`src/hdl/skp_pkg.sv`:
```
`timescale 1ns / 1ps

package skp_pkg;

    // fixed field widths of the channel payloads
    localparam int COORD_BITS = 16;
    localparam int OUT_IDX_W  = 6;

    // configuration port
    localparam int APB_DATA_W = 32;
    localparam int APB_ADDR_W = 3;
    localparam int DIMS_W     = 3;

    // register index, taken from paddr[2]
    localparam logic REG_DIMS_IN_USE = 1'b0;
    localparam logic [DIMS_W-1:0] DIMS_RESET = 3'd4;

    // one point as it arrives
    typedef struct packed {
        logic [COORD_BITS-1:0] coord_a;
        logic [COORD_BITS-1:0] coord_b;
        logic [COORD_BITS-1:0] coord_c;
        logic [COORD_BITS-1:0] coord_d;
        logic                  last_point;
    } t_in_item;

    // one skyline index as it leaves
    typedef struct packed {
        logic [OUT_IDX_W-1:0] point_index;
        logic                 last_result;
        logic                 overflow;
    } t_out_item;

    // controller states
    typedef enum logic [5:0] {
        ST_LOAD = 6'b000001,
        ST_INIT = 6'b000010,
        ST_MAX  = 6'b000100,
        ST_PICK = 6'b001000,
        ST_DOM  = 6'b010000,
        ST_EMIT = 6'b100000
    } t_state;

    // controller to datapath
    typedef struct packed {
        logic load;
        logic init;
        logic scan_start;
        logic do_max;
        logic do_dom;
        logic pick;
        logic emit_start;
        logic emit;
        logic clear;
    } t_cmd;

    // datapath to controller
    typedef struct packed {
        logic in_last;
        logic scan_done;
        logic alive_left;
        logic emit_done;
    } t_sts;

endpackage

```
`src/hdl/skp_ctrl.sv`:
```
`timescale 1ns / 1ps

module skp_ctrl
    import skp_pkg::*;
(
    input  logic i_clk,
    input  logic i_rst_n,
    input  t_sts i_sts,
    output t_cmd o_cmd
);

    t_state r_state;
    t_state n_state;
    t_cmd   cmd;

    // sequencing of load, max search, dominance sweep and emission
    always_comb begin
        n_state = r_state;
        cmd     = '0;
        case (r_state)
            ST_LOAD: begin
                cmd.load = 1'b1;
                if (i_sts.in_last) begin
                    n_state = ST_INIT;
                end
            end
            ST_INIT: begin
                cmd.init       = 1'b1;
                cmd.scan_start = 1'b1;
                n_state        = ST_MAX;
            end
            ST_MAX: begin
                cmd.do_max = 1'b1;
                if (i_sts.scan_done) begin
                    n_state = ST_PICK;
                end
            end
            ST_PICK: begin
                cmd.pick       = 1'b1;
                cmd.scan_start = 1'b1;
                n_state        = ST_DOM;
            end
            ST_DOM: begin
                cmd.do_dom = 1'b1;
                if (i_sts.scan_done) begin
                    if (i_sts.alive_left) begin
                        cmd.scan_start = 1'b1;
                        n_state        = ST_MAX;
                    end else begin
                        cmd.emit_start = 1'b1;
                        n_state        = ST_EMIT;
                    end
                end
            end
            ST_EMIT: begin
                cmd.emit = 1'b1;
                if (i_sts.emit_done) begin
                    cmd.clear = 1'b1;
                    n_state   = ST_LOAD;
                end
            end
            default: begin
                n_state = ST_LOAD;
            end
        endcase
    end

    // state register
    always_ff @(posedge i_clk) begin
        if (!i_rst_n) begin
            r_state <= ST_LOAD;
        end else begin
            r_state <= n_state;
        end
    end

    assign o_cmd = cmd;

endmodule

```
`config.mk`:
```
export PLATFORM = sky130hd
export DESIGN_NAME = skp_ctrl
export DESIGN_NICKNAME = d
export VERILOG_FILES = /design/src/hdl/skp_pkg.sv /design/src/hdl/skp_ctrl.sv
export SDC_FILE = /design/constraint.sdc
export NUM_CORES = 1
export LEC_CHECK = 0
export ABC_AREA = 1
export BUFFER_PORTS_ARGS = -buffer_cell sky130_fd_sc_hd__buf_2
export CORE_AREA = 3 3 40 42
export DETAILED_ROUTE_END_ITERATION = 12
export DIE_AREA = 0 0 43 45
export PLACE_DENSITY = 0.63
export SYNTH_ARGS = -nofsm -noshare
export SYNTH_HDL_FRONTEND = slang
export SYNTH_SLANG_ARGS = --single-unit
```
`constraint.sdc`:
```
create_clock -name i_clk -period 1.5 [get_ports i_clk]
set_input_delay 0.15 -clock i_clk [delete_from_list [all_inputs] [get_ports i_clk]]
set_output_delay 0.15 -clock i_clk [all_outputs]
set_load 0.1 [all_outputs]
```
==> metrics.txt <==
die area=0.001935 mm²; Sink Count=6; post-synthesis area per instance=6.713 µm²; Tightest Pin Transition=261.8 ps; Synth Area in XOR/XNOR=0%; Worst EP required=1350 ps; critical path's top delay family=simple AND/OR/NAND/NOR gates; sw frac=44.67%; Critical Path Sink Type=output pin; Hold Fails Final Rpt=0; Setup Viol. Count Final=2; hpwl dp=810.7 µm; FF+latch area=128.9 µm²; outcome=finished with violations; initial antenna violation count=0; post-route setup slack=-16.97 ps; first-pass GRT wire length=1718 µm; Tcrit/Tclk final=101.1%; DRC=0; Largest register FFs=6; Clock Path Buffers=2; hold depth=2; worst path cell trace=nor2_4, nand3_4, nor2_2, nand2_1, clkinvlp_4, buf_12; Core Util, Final=61.73%; Clk pwr share=22.3%; P&R area growth vs syn=87.57%; multi-input logic area=286.5 µm²; CTS tree=done; WS Path Type=reg -> out; Initial Util=32.91%; CP max-delay cell=dfxtp_2; initial drt markers=12; Cell Pwr Density=895.0 mW/mm²; Worst Path Buf+Inv=2; worst clock skew=5.319 ps; hold path endpoint=r_state[0]; Buffers on Ports=14; Core Area=0.001285 mm²; overall power=709.9 µW; Via density=4.663; post-synthesis sequential area ratio=28.40%; R2R Setup Slk=280 ps; register bit total from synthesis=6; ANT nets after route=0; area of the mapped netlist=422.9 µm²; GRT overflow=0; largest net degree at the start of global routing=6; Synth cell types=17; vias in the first global route=413; H-Tree Depth=1; Non-Filler Instances=101; I/O pin cnt=15; fin. max-slew vios=0; hold_sp=i_rst_n; maximum clock rate=0.6592 GHz; RSZ-0062 raised after global routing=true; layout cells sized above 1=59.30%; largest family of logic cells by synthesized area=simple AND/OR/NAND/NOR gates; Routed WL=1161 µm; Pre-antenna DRT Iters=5; reg2reg end=r_state[0]; mux contribution to synthesized area=0%; worst reg-to-reg path cell count=7; power share of the combinational group=50.4%; synth warn=0; Int Power=392.8 µW; Crit path arrival time=1370 ps; Max VDD drop=0.0008365 V; DP Worst Slack=168.8 ps; crit-path max FO=4; CP Launch Type=register; Top reg by flops=r_state; cts bufs inserted=3; clock latency on the worst-skew pair=250 ps; CP startpoint=r_state[1]; GRT Total Usage=12.59%; post-DR wirelength/cell=11.50 µm; Rows=13; via count=471; Mapped Nets=69; Clock Pin Slew Worst Setup and Hold Paths=50 ps; die span in y=45 µm; Flop pwr share=27.3%; Syn Inst Count=63; Period minus WS final=1517 ps; # nets final=94; r2r startpoint=r_state[1]; switching power=317.1 µW; slowest stage delay, CP=350 ps; worst hold path class=in -> reg; GP Congestion=0.7786; compound-cell area share of the yosys netlist=9.763%; Leak=0.3827 nW; Die X=43 µm; Antenna diodes=0; area share of fa/ha/maj cells after synthesis=0%; simple-gate share of the synthesized area=44.08%; Slew headroom=82.50%; failing checks=setup timing; DP Cell Count=91; Fill cells=113; biggest regs=r_state: 6 flops; CTS root buf=clkbuf_4; max-cap violations=0
==> worst register-to-register path, stage by stage, from the launching register on <==
cell and delay, ps:
dfxtp_2 350, nor2_4 160, nand3_4 120, buf_4 170, a21oi_2 140, nor2_2 60
nand2_1 60, nand3_1 50
==> synthesized netlist by cell type <==
library cell   n  area, µm²
nand2_1        8      30.03
nand3_1        6      30.03
nor2_2         3      18.77
inv_1         17      63.81
o311ai_1       1      8.760
nor2_4         2      22.52
dfxtp_1        6      120.1
a21oi_1        2      10.01
o21ai_1        1      5.000
nor2_1         7      26.28
nand3_4        1      17.52
buf_4          1      7.510
a21oi_2        2      17.52
nand3_2        1      10.01
nand4_1        3      18.77
inv_2          1      3.750
nand4_2        1      12.51
==> layer usage <==
layer,wire [µm],global-route usage [%]
met5,0,0
met4,24,10.84
met3,45,2.390
met2,643,20.96
met1,447,13.80
==> timing repair <==
| action | in CTS | in global routing |
|---|---|---|
| hold buffers | 0 | 0 |
| hold endpoints to repair | 0 | 0 |
| resized for setup | 8 | 9 |
| pin swaps | 5 | 3 |
| endpoints found under the setup margin | 4 | 6 |
| buffers inserted | 6 | 1 |
==> power groups by stage <==
stage | Combinational [mW] | Clock (mW) | Sequential, mW
after floorplan | 0.229 | 0 | 0.191
after global placement | 0.327 | 0 | 0.192
after detailed placement | 0.327 | 0 | 0.193
after CTS | 0.341 | 0.159 | 0.193
after global routing | 0.379 | 0.171 | 0.196
final | 0.358 | 0.159 | 0.193
==> cell usage in the layout (no fill, tap or decap) <==
master      count
a21oi_1         2
a21oi_2         2
buf_12          9
buf_2           5
buf_4           6
buf_6           1
clkbuf_4        3
clkinvlp_4      2
dfxtp_1         1
dfxtp_2         4
dfxtp_4         1
inv_1          12
inv_2           4
nand2_1         8
nand3_1         4
nand3_2         3
nand3_4         1
nand4_1         3
nand4_4         1
nor2_1          4
nor2_2          3
nor2_4          5
o21ai_1         1
o311ai_4        1
==> logic make-up after synthesis <==
| logic type | after synthesis |
|---|---|
| and+or+nand+nor | 32 |
| AOI/OAI and AO/OA | 6 |
| DFF | 6 |
| buffers and inverters | 19 |
==> worst max path at each step <==
stage | cells past startpoint | end | slack, ps
3_5_place_dp | 6 | o_cmd[2] | 170
3_3_place_gp | 4 | o_cmd[6] | 180
6_report | 6 | o_cmd[2] | -20
5_1_grt | 6 | o_cmd[2] | -100
4_1_cts | 5 | o_cmd[8] | -10
2_1_floorplan | 3 | o_cmd[6] | -150
==> metrics by stage <==
step | cell area, µm² | setup TNS [ps] | hold slack (ps)
3_3_place_gp | 671.9 | 0 | 378.0
5_1_grt | 793.3 | -239.7 | 114.7
3_5_place_dp | 671.9 | 0 | 368.3
2_1_floorplan | 455.4 | -187.6 | 234.1
6_report | 793.3 | -33.04 | 105.5
4_1_cts | 754.5 | -25.55 | 107.4
==> area by class of cell <==
class	count	area share, %
clock buffers	3	2.839
inverters	18	9.464
multi-input cells	38	36.12
flip-flops and latches	6	16.25
well taps	15	2.366
repair buffers	21	32.97
Note: power is estimated with default switching activity, not from simulation.
